File: src/hw/rtl/bap_pkg.sv
// Shared types and constants for the alphabet passcode block.
// Depends on nothing; every other file refers to it by scoped names.
package bap_pkg;

  localparam int unsigned SymW     = 8;    // one alphabet symbol, one division digit
  localparam int unsigned CntW     = 8;    // symbol count width
  localparam int unsigned HalfW    = 64;   // one half of the block
  localparam int unsigned BlockW   = 128;  // whole block being divided
  localparam int unsigned NumBytes = BlockW / SymW;
  localparam int unsigned ByteCntW = $clog2(NumBytes);
  localparam int unsigned OpW      = 2;
  localparam int unsigned CfgW     = 6;
  localparam int unsigned LenReset = 4;

  typedef enum logic [OpW-1:0] {
    OP_CLEAR   = 2'd0,
    OP_INSERT  = 2'd1,
    OP_CONVERT = 2'd2,
    OP_NONE    = 2'd3
  } op_e;

  typedef enum logic [1:0] {
    ST_IDLE,
    ST_DIV,
    ST_EMIT,
    ST_ERR
  } top_st_e;

  typedef enum logic [1:0] {
    AS_IDLE,
    AS_READ,
    AS_CMP
  } alp_st_e;

  typedef struct packed {
    logic            clear;
    logic            insert;
    logic [SymW-1:0] symbol;
    logic [SymW-1:0] look_addr;
  } alp_req_t;

  typedef struct packed {
    logic            busy;
    logic [CntW-1:0] count;
    logic [SymW-1:0] rdata;
  } alp_stat_t;

  typedef struct packed {
    logic load;
    logic start;
  } div_ctl_t;

  typedef struct packed {
    logic            busy;
    logic [SymW-1:0] rem;
  } div_stat_t;

endpackage

File: src/hw/rtl/bap_intf.sv
// Valid/ready channel interfaces for the alphabet passcode block.
// Depends on bap_pkg for the field widths.
interface bap_in_if;
  logic                       valid;
  logic                       ready;
  logic [bap_pkg::OpW-1:0]    operation;
  logic [bap_pkg::SymW-1:0]   symbol;
  logic [bap_pkg::HalfW-1:0]  block_low;
  logic [bap_pkg::HalfW-1:0]  block_high;

  modport source (output valid, output operation, output symbol, output block_low,
                  output block_high, input ready);
  modport sink (input valid, input operation, input symbol, input block_low,
                input block_high, output ready);
endinterface

interface bap_out_if;
  logic                     valid;
  logic                     ready;
  logic [bap_pkg::SymW-1:0] character;
  logic                     last;
  logic                     no_alphabet;

  modport source (output valid, output character, output last, output no_alphabet,
                  input ready);
  modport sink (input valid, input character, input last, input no_alphabet,
                output ready);
endinterface

File: src/hw/rtl/bap_divider.sv
// Byte-serial long divider: shifts the 128-bit value out MSB byte first and the
// quotient bytes back in, one byte per cycle. Depends on bap_pkg.
module bap_divider (
  input  logic                       clk_i,
  input  logic                       rst_ni,
  input  bap_pkg::div_ctl_t          ctl_i,
  input  logic [bap_pkg::BlockW-1:0] value_i,
  input  logic [bap_pkg::SymW-1:0]   divisor_i,
  output bap_pkg::div_stat_t         stat_o
);

  logic [bap_pkg::BlockW-1:0]   wv_q, wv_d;
  logic [bap_pkg::SymW-1:0]     rem_q, rem_d;
  logic [bap_pkg::ByteCntW-1:0] cnt_q, cnt_d;
  logic                         run_q, run_d;
  logic [bap_pkg::SymW-1:0]     qbyte;
  logic [bap_pkg::SymW-1:0]     rnext;
  logic [bap_pkg::SymW:0]       trial;

  // Eight restoring steps on the current byte. The partial remainder stays
  // below the divisor, so each trial value fits in one extra bit.
  always_comb begin
    rnext = rem_q;
    qbyte = '0;
    trial = '0;
    for (int i = bap_pkg::SymW - 1; i >= 0; i--) begin
      trial = {rnext, wv_q[bap_pkg::BlockW-bap_pkg::SymW+i]};
      if (trial >= {1'b0, divisor_i}) begin
        trial    = trial - {1'b0, divisor_i};
        qbyte[i] = 1'b1;
      end
      rnext = trial[bap_pkg::SymW-1:0];
    end
  end

  always_comb begin
    wv_d  = wv_q;
    rem_d = rem_q;
    cnt_d = cnt_q;
    run_d = run_q;
    if (ctl_i.load || ctl_i.start) begin
      run_d = 1'b1;
      cnt_d = '0;
      rem_d = '0;
      if (ctl_i.load) begin
        wv_d = value_i;
      end
    end else if (run_q) begin
      wv_d  = {wv_q[bap_pkg::BlockW-bap_pkg::SymW-1:0], qbyte};
      rem_d = rnext;
      cnt_d = cnt_q + bap_pkg::ByteCntW'(1);
      if (cnt_q == bap_pkg::ByteCntW'(bap_pkg::NumBytes - 1)) begin
        run_d = 1'b0;
      end
    end
  end

  always_ff @(posedge clk_i or negedge rst_ni) begin
    if (!rst_ni) begin
      cnt_q <= '0;
      run_q <= 1'b0;
    end else begin
      cnt_q <= cnt_d;
      run_q <= run_d;
    end
  end

  always_ff @(posedge clk_i) begin
    wv_q  <= wv_d;
    rem_q <= rem_d;
  end

  assign stat_o.busy = run_q;
  assign stat_o.rem  = rem_q;

endmodule

File: src/hw/rtl/bap_alphabet.sv
// Sorted alphabet store: a single-port-write, registered-read memory plus the
// insertion sequencer that shifts larger entries up by one. Depends on bap_pkg.
module bap_alphabet #(
  parameter int unsigned MAX_SYMBOLS = 128
) (
  input  logic               clk_i,
  input  logic               rst_ni,
  input  bap_pkg::alp_req_t  req_i,
  output bap_pkg::alp_stat_t stat_o
);

  localparam int unsigned AW = (MAX_SYMBOLS > 1) ? $clog2(MAX_SYMBOLS) : 1;

  logic [bap_pkg::SymW-1:0] mem_q [MAX_SYMBOLS];
  logic [bap_pkg::SymW-1:0] rdata_q;

  bap_pkg::alp_st_e         st_q, st_d;
  logic [bap_pkg::CntW-1:0] count_q, count_d;
  logic [AW-1:0]            k_q, k_d;
  logic [bap_pkg::SymW-1:0] sym_q, sym_d;

  logic                     we;
  logic [AW-1:0]            wa;
  logic [bap_pkg::SymW-1:0] wd;
  logic [AW-1:0]            ra;

  // Insertion walks down from the top: every entry above the new symbol moves
  // up one place, and the symbol lands after any equal entries.
  always_comb begin
    st_d    = st_q;
    count_d = count_q;
    k_d     = k_q;
    sym_d   = sym_q;
    we      = 1'b0;
    wa      = k_q;
    wd      = sym_q;
    ra      = req_i.look_addr[AW-1:0];
    case (st_q)
      bap_pkg::AS_IDLE: begin
        if (req_i.clear) begin
          count_d = '0;
        end else if (req_i.insert && (count_q != bap_pkg::CntW'(MAX_SYMBOLS))) begin
          sym_d = req_i.symbol;
          k_d   = count_q[AW-1:0];
          st_d  = bap_pkg::AS_READ;
        end
      end
      bap_pkg::AS_READ: begin
        if (k_q == '0) begin
          we      = 1'b1;
          count_d = count_q + bap_pkg::CntW'(1);
          st_d    = bap_pkg::AS_IDLE;
        end else begin
          ra   = k_q - AW'(1);
          st_d = bap_pkg::AS_CMP;
        end
      end
      bap_pkg::AS_CMP: begin
        we = 1'b1;
        if (rdata_q > sym_q) begin
          wd   = rdata_q;
          k_d  = k_q - AW'(1);
          st_d = bap_pkg::AS_READ;
        end else begin
          count_d = count_q + bap_pkg::CntW'(1);
          st_d    = bap_pkg::AS_IDLE;
        end
      end
      default: begin
        st_d = bap_pkg::AS_IDLE;
      end
    endcase
  end

  always_ff @(posedge clk_i or negedge rst_ni) begin
    if (!rst_ni) begin
      st_q    <= bap_pkg::AS_IDLE;
      count_q <= '0;
    end else begin
      st_q    <= st_d;
      count_q <= count_d;
    end
  end

  always_ff @(posedge clk_i) begin
    k_q   <= k_d;
    sym_q <= sym_d;
  end

  always_ff @(posedge clk_i) begin
    if (we) begin
      mem_q[wa] <= wd;
    end
    rdata_q <= mem_q[ra];
  end

  assign stat_o.busy  = (st_q != bap_pkg::AS_IDLE);
  assign stat_o.count = count_q;
  assign stat_o.rdata = rdata_q;

endmodule

File: src/hw/rtl/block_to_alphabet_passcode.sv
// Top level of the alphabet passcode block: command sequencer, length register
// and output register. Depends on bap_pkg, bap_intf, bap_alphabet, bap_divider.
//
// Usage: items arrive on in_i (valid/ready). A clear item empties the alphabet,
// an insert item adds one symbol at its sorted place, and a convert item takes
// a 128-bit block and produces passcode_length characters on out_o, the last
// one flagged by last. With an empty alphabet a convert gives a single item
// with no_alphabet and last set and character zero. Operation code 3 is dropped.
// The user must write the length register through cfg_we_i/cfg_wdata_i only
// while idle; the block does not enforce this. Zero acts as one and values
// above MAX_LENGTH act as MAX_LENGTH. Each character costs one pass of the
// byte-serial divider over the 16 bytes of the block, then the move to the
// emit state and a load of the output register. An insert reads and writes
// once for every stored symbol larger than the new one, then writes the new
// symbol. The output register decouples the sides: a new item is accepted
// while a finished character waits, and when the receiver stalls the sequencer
// holds the next character until the register frees up. Reset empties the
// alphabet, sets the length to four and drops any pending output.
module block_to_alphabet_passcode #(
  parameter int unsigned MAX_SYMBOLS = 128,
  parameter int unsigned MAX_LENGTH  = 32
) (
  input  logic                     clk_i,
  input  logic                     rst_ni,
  bap_in_if.sink                   in_i,
  bap_out_if.source                out_o,
  input  logic                     cfg_we_i,
  input  logic [bap_pkg::CfgW-1:0] cfg_wdata_i
);

  localparam int unsigned LW = $clog2(MAX_LENGTH + 1);

  bap_pkg::top_st_e         st_q, st_d;
  logic [bap_pkg::CfgW-1:0] len_q;
  logic [LW-1:0]            eff_len;
  logic [LW-1:0]            dig_q, dig_d;
  logic                     is_last;

  logic                     out_valid_q, out_valid_d;
  logic [bap_pkg::SymW-1:0] char_q, char_d;
  logic                     last_q, last_d;
  logic                     noalph_q, noalph_d;
  logic                     out_load;
  logic                     out_free;

  logic                     acc;
  bap_pkg::op_e             op;
  bap_pkg::alp_req_t        areq;
  bap_pkg::alp_stat_t       astat;
  bap_pkg::div_ctl_t        dctl;
  bap_pkg::div_stat_t       dstat;

  bap_alphabet #(
    .MAX_SYMBOLS(MAX_SYMBOLS)
  ) u_alphabet (
    .clk_i (clk_i),
    .rst_ni(rst_ni),
    .req_i (areq),
    .stat_o(astat)
  );

  bap_divider u_divider (
    .clk_i    (clk_i),
    .rst_ni   (rst_ni),
    .ctl_i    (dctl),
    .value_i  ({in_i.block_high, in_i.block_low}),
    .divisor_i(astat.count),
    .stat_o   (dstat)
  );

  // Effective length after clamping the register into its legal range.
  always_comb begin
    if (len_q == '0) begin
      eff_len = LW'(1);
    end else if (int'(len_q) > int'(MAX_LENGTH)) begin
      eff_len = LW'(MAX_LENGTH);
    end else begin
      eff_len = LW'(len_q);
    end
  end

  assign is_last    = (dig_q == (eff_len - LW'(1)));
  assign in_i.ready = (st_q == bap_pkg::ST_IDLE) && !astat.busy;
  assign acc        = in_i.valid && in_i.ready;
  assign op         = bap_pkg::op_e'(in_i.operation);
  assign out_free   = !out_valid_q || out_o.ready;

  // The remainder drives the lookup address all the time; the alphabet is idle
  // during a convert, so its registered read data follows the final remainder.
  assign areq.clear     = acc && (op == bap_pkg::OP_CLEAR);
  assign areq.insert    = acc && (op == bap_pkg::OP_INSERT);
  assign areq.symbol    = in_i.symbol;
  assign areq.look_addr = dstat.rem;

  always_comb begin
    st_d       = st_q;
    dig_d      = dig_q;
    dctl.load  = 1'b0;
    dctl.start = 1'b0;
    out_load   = 1'b0;
    char_d     = char_q;
    last_d     = last_q;
    noalph_d   = noalph_q;
    case (st_q)
      bap_pkg::ST_IDLE: begin
        if (acc && (op == bap_pkg::OP_CONVERT)) begin
          if (astat.count == '0) begin
            st_d = bap_pkg::ST_ERR;
          end else begin
            dctl.load = 1'b1;
            dig_d     = '0;
            st_d      = bap_pkg::ST_DIV;
          end
        end
      end
      bap_pkg::ST_DIV: begin
        if (!dstat.busy) begin
          st_d = bap_pkg::ST_EMIT;
        end
      end
      bap_pkg::ST_EMIT: begin
        if (out_free) begin
          out_load = 1'b1;
          char_d   = astat.rdata;
          last_d   = is_last;
          noalph_d = 1'b0;
          dig_d    = dig_q + LW'(1);
          if (is_last) begin
            st_d = bap_pkg::ST_IDLE;
          end else begin
            dctl.start = 1'b1;
            st_d       = bap_pkg::ST_DIV;
          end
        end
      end
      bap_pkg::ST_ERR: begin
        if (out_free) begin
          out_load = 1'b1;
          char_d   = '0;
          last_d   = 1'b1;
          noalph_d = 1'b1;
          st_d     = bap_pkg::ST_IDLE;
        end
      end
      default: begin
        st_d = bap_pkg::ST_IDLE;
      end
    endcase
  end

  always_comb begin
    out_valid_d = out_valid_q;
    if (out_load) begin
      out_valid_d = 1'b1;
    end else if (out_o.ready) begin
      out_valid_d = 1'b0;
    end
  end

  always_ff @(posedge clk_i or negedge rst_ni) begin
    if (!rst_ni) begin
      st_q        <= bap_pkg::ST_IDLE;
      dig_q       <= '0;
      len_q       <= bap_pkg::CfgW'(bap_pkg::LenReset);
      out_valid_q <= 1'b0;
    end else begin
      st_q        <= st_d;
      dig_q       <= dig_d;
      out_valid_q <= out_valid_d;
      if (cfg_we_i) begin
        len_q <= cfg_wdata_i;
      end
    end
  end

  always_ff @(posedge clk_i) begin
    char_q   <= char_d;
    last_q   <= last_d;
    noalph_q <= noalph_d;
  end

  assign out_o.valid       = out_valid_q;
  assign out_o.character   = char_q;
  assign out_o.last        = last_q;
  assign out_o.no_alphabet = noalph_q;

endmodule

File: src/flat_wrapper.sv
// flat-port wrapper written by rule: the top's interface ports become plain ports
module block_to_alphabet_passcode_flat 
#(
  parameter int unsigned MAX_SYMBOLS = 128,
  parameter int unsigned MAX_LENGTH  = 32
)
  (clk_i, rst_ni, cfg_we_i, cfg_wdata_i, in_i_valid, in_i_operation, in_i_symbol, in_i_block_low, in_i_block_high, in_i_ready, out_o_valid, out_o_character, out_o_last, out_o_no_alphabet, out_o_ready);
  bap_in_if in_i_i ();
  bap_out_if out_o_i ();
  input  logic clk_i;
  input  logic rst_ni;
  input  logic cfg_we_i;
  input  logic [bap_pkg::CfgW-1:0] cfg_wdata_i;
  input wire logic [$bits(in_i_i.valid)-1:0] in_i_valid;
  input wire logic [$bits(in_i_i.operation)-1:0] in_i_operation;
  input wire logic [$bits(in_i_i.symbol)-1:0] in_i_symbol;
  input wire logic [$bits(in_i_i.block_low)-1:0] in_i_block_low;
  input wire logic [$bits(in_i_i.block_high)-1:0] in_i_block_high;
  output wire logic [$bits(in_i_i.ready)-1:0] in_i_ready;
  output wire logic [$bits(out_o_i.valid)-1:0] out_o_valid;
  output wire logic [$bits(out_o_i.character)-1:0] out_o_character;
  output wire logic [$bits(out_o_i.last)-1:0] out_o_last;
  output wire logic [$bits(out_o_i.no_alphabet)-1:0] out_o_no_alphabet;
  input wire logic [$bits(out_o_i.ready)-1:0] out_o_ready;
  assign in_i_i.valid = in_i_valid;
  assign in_i_i.operation = in_i_operation;
  assign in_i_i.symbol = in_i_symbol;
  assign in_i_i.block_low = in_i_block_low;
  assign in_i_i.block_high = in_i_block_high;
  assign in_i_ready = in_i_i.ready;
  assign out_o_valid = out_o_i.valid;
  assign out_o_character = out_o_i.character;
  assign out_o_last = out_o_i.last;
  assign out_o_no_alphabet = out_o_i.no_alphabet;
  assign out_o_i.ready = out_o_ready;
  block_to_alphabet_passcode #(.MAX_SYMBOLS(MAX_SYMBOLS), .MAX_LENGTH(MAX_LENGTH)) u_core (.clk_i(clk_i), .rst_ni(rst_ni), .in_i(in_i_i), .out_o(out_o_i), .cfg_we_i(cfg_we_i), .cfg_wdata_i(cfg_wdata_i));
endmodule
File: config.mk
export PLATFORM = sky130hd
export DESIGN_NAME = block_to_alphabet_passcode_flat
export DESIGN_NICKNAME = d
export VERILOG_FILES = /design/src/hw/rtl/bap_pkg.sv /design/src/hw/rtl/bap_intf.sv /design/src/hw/rtl/bap_divider.sv /design/src/hw/rtl/bap_alphabet.sv /design/src/hw/rtl/block_to_alphabet_passcode.sv /design/src/flat_wrapper.sv
export SDC_FILE = /design/constraint.sdc
export NUM_CORES = 2
export LEC_CHECK = 0
export ABC_AREA = 0
export BUFFER_PORTS_ARGS = -buffer_cell sky130_fd_sc_hd__buf_2
export CAP_MARGIN = 20
export CORE_UTILIZATION = 55
export CTS_CLUSTER_SIZE = 10
export DETAILED_ROUTE_END_ITERATION = 12
export GPL_TIMING_DRIVEN = 0
export PLACE_DENSITY = 0.72
export SYNTH_ARGS = -nofsm -noshare
export SYNTH_HDL_FRONTEND = slang
export SYNTH_HIERARCHICAL = 1
export SYNTH_SLANG_ARGS = --single-unit
File: constraint.sdc
create_clock -name clk_i -period 25.5 [get_ports clk_i]
set_input_delay 1.275 -clock clk_i [delete_from_list [all_inputs] [get_ports clk_i]]
set_output_delay 1.275 -clock clk_i [all_outputs]
set_load 0.01 [all_outputs]
==> impl_metrics.env <==
export IMPL_area_growth_pct=12.7
export IMPL_dpl_hpwl_mm=149
export IMPL_htree_num_levels=4
export IMPL_grt_pass1_wl_mm=301
export IMPL_cp_max_fo=15
export IMPL_nNetsFinal=5778
export IMPL_synth_top_area_share=0.582
export IMPL_drive_gt1_frac=0.0974
export IMPL_vias=48503
export IMPL_clk_path_buf_depth=3
export IMPL_final_area_um2=68400
export IMPL_rows=121
export IMPL_grt_max_degree=129
export IMPL_rsz0062_at_grt="no"
export IMPL_multi_input_area_um2=22400
export IMPL_numCtsBuffers=143
export IMPL_wl_per_cell_um=29.9
export IMPL_clk_insertion_delay_late_ns=0.79
export IMPL_netlist_instances=5186
export IMPL_outcome="complete, but fails checks"
export IMPL_clk_pin_slew_worst_paths_ns=0.06
export IMPL_cts_hold_buf=0
export IMPL_wirelength_mm=212
export IMPL_syn_area_per_cell_um2=11.7
export IMPL_root_buffer="clkbuf_16"
export IMPL_gp_congestion=1.08
export IMPL_fp_dieH_um=334
export IMPL_initial_utilization=0.556
export IMPL_ys_seq_area_frac=0.600
export IMPL_crit_top_cell="o21ai_0"
export IMPL_post_cts_buffers=0
export IMPL_grt_pass1_vias=45362
export IMPL_clock_sinks=1223
export IMPL_firstDrtPassIters=7
export IMPL_mostFrequentLayoutCell="edfxtp_1"
export IMPL_required_ns=26.10
export IMPL_antenna_left=0
export IMPL_end_kind="flop"
export IMPL_worst_slew_pin_slew_ns=1.47
export IMPL_vias_per_cell=6.85
export IMPL_core_area_um2=109000
export IMPL_slew_headroom=0.0101
export IMPL_cp_start_kind="flop"
export IMPL_cap_violations=1
export IMPL_min_period_ns=21.06
export IMPL_tns_ns=0
export IMPL_fillers=8435
export IMPL_finalCritPeriodShare=0.826
export IMPL_hold_path_class="flop to flop"
export IMPL_port_buffers=159
export IMPL_drc=0
export IMPL_slew_viol_final=0
export IMPL_violations="max-capacitance violations"
export IMPL_drtIter0Drc=8329
export IMPL_worstPathArrival_ns=21.66
export IMPL_critPathMaxStageDelay_ns=0.71
export IMPL_ioPinCount=161
export IMPL_synthDistinctLibCells=108
export IMPL_seq_area_um2=36400
export IMPL_synth_fp_nets=5426
export IMPL_hold_viol=0
export IMPL_placed_area_um2=64100
export IMPL_die_w_um=334
export IMPL_grt_overflow_total=0
export IMPL_synth_area_um2=60700
export IMPL_slowest_stage="inv_1"
export IMPL_final_cell_mix="edfxtp_1, nand2_1, mux2i_1, nand3_1, o22ai_1"
export IMPL_cts_tree="done"
export IMPL_antenna_found_initial=8
export IMPL_yosysWarnings=6
export IMPL_synth_flop_cell="edfxtp_1"
export IMPL_cts_resized=0
export IMPL_synth_seq_cells=1223
export IMPL_fmax_ghz=0.0475
export IMPL_path_class="flop to flop"
export IMPL_synth_top_cell_by_area="edfxtp_1"
export IMPL_track_usage=0.371
export IMPL_finalClockSkew_ns=0.0412
export IMPL_synthArstFlopShare=0.0245
export IMPL_yosys_top_cells_area="edfxtp_1, mux2i_1, nand2_1"
export IMPL_synth_edff_count=1177
export IMPL_setup_viol_count_final=0
export IMPL_dieArea_um2=112000
final cells by class:
cell class	instances	share of cell area
buffer	368	0.0230
tap	1476	0.0270
antenna	6	0.000220
clock buffer	184	0.0550
multi-input combinational	3501	0.328
sequential	1223	0.532
timing repair buffer	207	0.0236
clock inverter	21	0.00541
inverter	94	0.00516
per-layer routing:
metal / GRT usage / wire length, µm / vias to the layer above
met3: 0.117 / 29300 / 837
met2: 0.559 / 92600 / 3670
met1: 0.475 / 75600 / 23508
li1: - / - / 20482
met4: 0.214 / 14300 / 6
met5: 0.00130 / 46 / -
registers in the layout, summed over array words and instances, names as in the netlist:
name / flops
u_core/u_alphabet/st_q: 2
u_core/len_q: 6
u_core/u_divider/rem_q: 8
u_core/out_o.no_alphabet: 1
u_core/u_divider/run_q: 1
u_core/st_q: 2
u_core/out_o.character: 8
u_core/dig_q: 6
u_core/u_alphabet/k_q: 7
u_core/u_alphabet/sym_q: 8
u_core/out_o.valid: 1
u_core/u_divider/cnt_q: 4
u_core/u_alphabet/rdata_q: 8
u_core/u_divider/wv_q: 128
u_core/u_alphabet/mem_q: 1024
u_core/u_alphabet/count_q: 8
u_core/out_o.last: 1
metrics by stage:
step	worst slack (ns)	utilization	hold WS [ns]	cells
after floorplan	8.29	-	0.484	5186
after global placement	4.97	0.580	0.486	6821
after detailed placement	4.74	0.587	0.490	6857
after CTS	4.64	0.625	0.508	7062
after global routing	2.81	0.626	0.530	7075
final	4.44	0.627	0.507	7080
cell usage after synthesis, types with 33 or more instances:
cell and instances:
buf_1 67, a21oi_1 157, clkbuf_1 207, o22ai_1 254
mux2i_1 522, buf_2 79, a211oi_1 86, a32oi_1 77
nand2_1 966, nor2_1 222, nand2b_1 33, inv_1 93
ha_1 83, nor3_1 59, xnor2_1 34, o211ai_1 46
a221oi_1 119, edfxtp_1 1177, o21ai_0 124, nand3_1 291
a22oi_1 34
worst max-delay path, delay by kind of cell, from the launching register on:
family,cells,cell delay (ns)
buffers and inverters,7,2.01
DFF,1,0.50
AOI/OAI and AO/OA,48,10.87
muxes,6,2.48
and+or+nand+nor,13,2.30
adders and majority gates,8,2.67
kinds of logic (layout without fill, tap and decap cells):
| family | after synthesis | in the layout | share of synthesized area |
|---|---|---|---|
| other | 0 | 6 | 0 |
| and+or+nand+nor | 1711 | 1711 | 0.122 |
| adders and majority gates | 91 | 91 | 0.0198 |
| DFF | 1223 | 1223 | 0.600 |
| AOI/OAI and AO/OA | 1094 | 1094 | 0.127 |
| xor gates and xnor gates | 52 | 52 | 0.00751 |
| buffers and inverters | 462 | 874 | 0.0317 |
| muxes | 553 | 553 | 0.0921 |
path summary, 6_finish.rpt:
check | cells past startpoint | to | startpoint | slack [ns]
hold / removal | 2 | u_core/u_divider/wv_q[65] | u_core/u_divider/wv_q[57] | 0.51
min in group asynchronous | 1 | u_core/u_divider/cnt_q[2] | rst_ni | 0.54
setup reg to reg | 82 | u_core/u_divider/rem_q[6] | u_core/u_alphabet/count_q[1] | 4.44
setup / recovery | 82 | u_core/u_divider/rem_q[6] | u_core/u_alphabet/count_q[1] | 4.44
max in group asynchronous | 1 | u_core/u_alphabet/count_q[7] | rst_ni | 24.48
hold reg to reg | 2 | u_core/u_divider/wv_q[65] | u_core/u_divider/wv_q[57] | 0.51
Power is not shown: default switching activity piles up to over one toggle a cycle in this logic, so the estimate is an artifact.
